## src/hdl/tcw_pkg.sv

```systemverilog
// ---------------------------------------------------------------------------
// tcw_pkg
// Types, constants and control store of the text console writer.
// ---------------------------------------------------------------------------
package tcw_pkg;

  localparam int COLUMNS_DEF = 80;
  localparam int ROWS_DEF    = 25;

  localparam logic [7:0]  CH_NEWLINE   = 8'd10;
  localparam logic [7:0]  CH_RETURN    = 8'd13;
  localparam logic [7:0]  CH_BACKSPACE = 8'd8;
  localparam logic [7:0]  CH_SPACE     = 8'd32;
  localparam logic [7:0]  COLOR_RESET  = 8'h07;
  localparam logic [15:0] CELL_RESET   = {COLOR_RESET, CH_SPACE};

  typedef logic [2:0] step_t;

  localparam step_t ST_CLEAR  = 3'd0;
  localparam step_t ST_FETCH  = 3'd1;
  localparam step_t ST_PREP   = 3'd2;
  localparam step_t ST_ACCESS = 3'd3;
  localparam step_t ST_FILL   = 3'd4;
  localparam step_t ST_EMIT   = 3'd5;

  typedef enum logic [2:0] {
    OP_NOP,
    OP_CLEAR,
    OP_FETCH,
    OP_PREP,
    OP_ACCESS,
    OP_FILL,
    OP_EMIT
  } op_t;

  typedef enum logic [2:0] {
    C_ALWAYS,
    C_CLR_LAST,
    C_IN_VALID,
    C_SCROLL,
    C_FILL_LAST,
    C_OUT_FREE
  } cond_t;

  typedef struct packed {
    op_t   op;
    cond_t cond;
    step_t jt;
    step_t jf;
  } ctrl_word_t;

  typedef struct packed {
    logic clr_last;
    logic in_valid;
    logic scroll;
    logic fill_last;
    logic out_free;
  } status_t;

  function automatic ctrl_word_t ucode(input step_t s);
    ctrl_word_t w;
    w = '{op: OP_NOP, cond: C_ALWAYS, jt: ST_FETCH, jf: ST_FETCH};
    case (s)
      ST_CLEAR:  w = '{op: OP_CLEAR,  cond: C_CLR_LAST,  jt: ST_FETCH,  jf: ST_CLEAR};
      ST_FETCH:  w = '{op: OP_FETCH,  cond: C_IN_VALID,  jt: ST_PREP,   jf: ST_FETCH};
      ST_PREP:   w = '{op: OP_PREP,   cond: C_ALWAYS,    jt: ST_ACCESS, jf: ST_ACCESS};
      ST_ACCESS: w = '{op: OP_ACCESS, cond: C_SCROLL,    jt: ST_FILL,   jf: ST_EMIT};
      ST_FILL:   w = '{op: OP_FILL,   cond: C_FILL_LAST, jt: ST_EMIT,   jf: ST_FILL};
      ST_EMIT:   w = '{op: OP_EMIT,   cond: C_OUT_FREE,  jt: ST_FETCH,  jf: ST_EMIT};
      default:   w = '{op: OP_NOP,    cond: C_ALWAYS,    jt: ST_FETCH,  jf: ST_FETCH};
    endcase
    return w;
  endfunction

endpackage

```

## src/hdl/tcw_useq.sv

```systemverilog
// ---------------------------------------------------------------------------
// tcw_useq
// Step counter and control store; two-way jump on one status condition.
// ---------------------------------------------------------------------------
module tcw_useq (
  input  logic                clk,
  input  logic                rst_n,
  input  tcw_pkg::status_t    status,
  output tcw_pkg::ctrl_word_t ctrl
);

  import tcw_pkg::*;

  step_t      step_r, step_nxt;
  ctrl_word_t word;
  logic       hit;

  always_ff @(posedge clk) begin
    if (!rst_n) begin
      step_r <= ST_CLEAR;
    end else begin
      step_r <= step_nxt;
    end
  end

  always_comb begin
    word = ucode(step_r);
    case (word.cond)
      C_ALWAYS:    hit = 1'b1;
      C_CLR_LAST:  hit = status.clr_last;
      C_IN_VALID:  hit = status.in_valid;
      C_SCROLL:    hit = status.scroll;
      C_FILL_LAST: hit = status.fill_last;
      C_OUT_FREE:  hit = status.out_free;
      default:     hit = 1'b1;
    endcase
    step_nxt = hit ? word.jt : word.jf;
  end

  assign ctrl = word;

endmodule

```

## config.mk

```make
export PLATFORM = sky130hd
export DESIGN_NAME = tcw_useq
export DESIGN_NICKNAME = d
export VERILOG_FILES = /design/src/hdl/tcw_pkg.sv /design/src/hdl/tcw_useq.sv
export SDC_FILE = /design/constraint.sdc
export NUM_CORES = 1
export LEC_CHECK = 0
export ABC_AREA = 1
export BUFFER_PORTS_ARGS = -buffer_cell sky130_fd_sc_hd__buf_2
export CAP_MARGIN = 20
export CELL_PAD_IN_SITES_DETAIL_PLACEMENT = 0
export CELL_PAD_IN_SITES_GLOBAL_PLACEMENT = 1
export CORE_AREA = 4 4 41 43
export DETAILED_ROUTE_END_ITERATION = 12
export DIE_AREA = 0 0 45 47
export GPL_ROUTABILITY_DRIVEN = 0
export PLACE_DENSITY_LB_ADDON = 0.12
export SLEW_MARGIN = 25
export SYNTH_ARGS = -nofsm -noshare
export SYNTH_HDL_FRONTEND = slang
export SYNTH_SLANG_ARGS = --single-unit
```

## constraint.sdc

```tcl
create_clock -name clk -period 1.8 [get_ports clk]
set_clock_uncertainty 0.05 [all_clocks]
set_input_delay 0.09 -clock clk [delete_from_list [all_inputs] [get_ports clk]]
set_output_delay 0.09 -clock clk [all_outputs]
set_load 0.03 [all_outputs]
```

==> summary.txt <==
Run status
  – Outcome: finished clean

Cells and area
  – Share of layout cells above drive strength 1: 0.403
  – Largest Register: step_r
  – Max reg flops: 3
  – Ant. Diodes: 0
  – Final-stage net count: 75
  – Final instance area: 385 sq um
  – Area growth syn-to-layout: 37.5%
  – Largest registers: step_r x3

GRT
  – First-pass GRT wire length: 1300 um
  – Vias in the first global route: 326
  – Antenna violations before repair: 0
  – Gr ovfl total: 0
  – Largest net degree at the start of global routing: 11
  – Global-route usage over all layers: 0.0837

Die
  – Placeable Area: 0.00130 sq mm
  – Effective utilization at floorplan: 0.215
  – Die Span X: 45 um
  – Row Count: 13
  – Die area: 0.00212 sq mm
  – Die Y: 47 um
  – Io pins: 19

Drt
  – Routed WL: 828 um
  – DRT antenna net count: 0
  – Drt first pass iters: 3
  – Vias post-DR: 351
  – # DRC: 0
  – Vias per cell: 4.28
  – Average wire per standard cell: 10.1 um
  – Iter 0 DRT Violations: 6

STA
  – Max Freq: between 600 and 700 MHz
  – Final worst path period need: 1500 ps
  – TNS Setup: 0 ps
  – Setup repair after global routing missed its margin: false
  – Part of the cycle the worst path needs: 0.835
  – Final setup viols: 0
  – Fin. Hold Viols: 0
  – Relative slew slack: 0.771
  – Slew Viols, Final: 0
  – Slew @ Worst Pin: 344 ps

Logic synthesis
  – Xor-xnor portion of the synthesized cell area: 0
  – Post-synthesis register bit count: 3
  – Synth top area cells: dfxtp_1 21%, nand2_1 17%, nor2_1 11%
  – Syn Inst Count: between 40 and 50
  – Complex-gate fraction of the synthesized area: 0.156
  – Dominant synthesized flop cell: dfxtp_1
  – Synth area leader: dfxtp_1
  – Count leader, synth: nand2_1
  – Mux share of post-synthesis cell area: 0
  – Synthesized area per cell: 5.84 sq um
  – Syn Std Cell Area: 280 sq um
  – Post-synth ARST share: 0
  – Largest family of logic cells by synthesized area: simple AND/OR/NAND/NOR gates
  – Synth warn: 0
  – Distinct cells, synth: 17
  – Yosys top cell area share: 0.214
  – Seq/Total Area, Yosys: 0.214
  – Post-synthesis simple-gate area fraction: 0.429
  – Top cells by count, synth: 13 x nand2_1, 8 x nor2_1, 5 x inv_1
  – Post-synth EDFFs: 0
  – Syn nets: 55
  – Post-Synth Adder-Cell Area: 0

Critical path
  – CP arrival: roughly 1400 ps
  – CP required: 1660 ps
  – CP startpoint kind: flip-flop
  – CP Max Fanout: 8
  – WS Path Type: flip-flop to primary output
  – Kind of end point of the critical path: primary output

Clock tree
  – Worst-Skew Late Latency: roughly 230 ps
  – Post-CTS resize count: 0
  – Clock root buffer: clkbuf_4
  – CTS tree: done
  – # hold bufs at CTS: 0
  – CTS H-Tree Depth: 1
  – Postcts setup bufs: 0
  – Reg clk slew, reported paths: roughly 40 ps
  – Total clock sinks: 3
  – Clock buffer depth: 2
  – Number of buffers created by CTS: 3

Hold path
  – Worst Hold Class: primary input to flip-flop

Power
  – Pwr dens: 2500 mW/mm^2
  – Max IR drop VDD: 665 uV
  – P_leak: 0.000234 uW

Placed design
  – Detailed Place HPWL: 668 um
  – Placed Area: roughly 360 sq um
  – Buffers on Ports: 18

Run
  – Max cap viols: 0
## area by class of cell
type	instances	area, sq um
Timing Repair Buffer	18	90.1
Tap cell	15	18.8
Multi-Input combinational cell	35	164
Inverter	7	26.3
Clock buffer	4	26.3
Fill cell	172	916
Sequential cell	3	60.1
## through the flow
step | hold WS [ps] | setup slack, ps | power [uW] | utilization | cells
floorplan | 161 | 285 | 709 | - | 48
global route | 61.2 | 203 | 1040 | 0.296 | 82
finish | 54.4 | 296 | 964 | 0.296 | 82
CTS | 50.9 | 288 | 979 | 0.296 | 82
global placement | 296 | 505 | 864 | 0.276 | 78
detailed placement | 295 | 536 | 854 | 0.276 | 78
## final timing paths
check	startpoint	to	slack (ps)	depth (start not counted)
max	step_r[0]	ctrl[6]	300	5
min	rst_n	step_r[2]	50	3
max reg2reg	step_r[0]	step_r[2]	570	5
min reg2reg	step_r[1]	step_r[0]	650	2
## kinds of logic after synthesis
kind of cell,Yosys count
compound gates,7
buf+inv,10
flops,3
simple gates,28
## placed cells by master, fill, tap and decap left out, drive strengths merged
cell type   n
buf        18
nand2      14
nor2        9
inv         7
a21oi       4
clkbuf      4
nand3       3
dfxtp       3
a211oi      1
or2         1
nor3        1
o21ai       1
a22oi       1
## metal layers
metal | track usage | part of all wire | up-vias
met2 | 0.127 | 0.41 | 14
met5 | 0 | 0 | -
met4 | 0 | 0 | 0
met3 | 0.0498 | 0.10 | 0
met1 | 0.109 | 0.49 | 150
li1 | - | - | 187
## report_power, final
part	total [uW]	leakage [uW]	internal [uW]	switching, uW
registers	149	0.0000248	92.4	56.2
logic	696	0.000194	199	497
clock network	120	0.0000150	83.2	36.5
total	964	0.000234	374	590
## worst max-delay path, cell delays in order, from the launching register on
cell	delay [ps]
dfxtp_1	490
nand2_1	140
nand2_1	100
nor2_1	70
a21oi_1	130
buf_2	210
No activity file was read; power rests on OpenSTA's default activity.
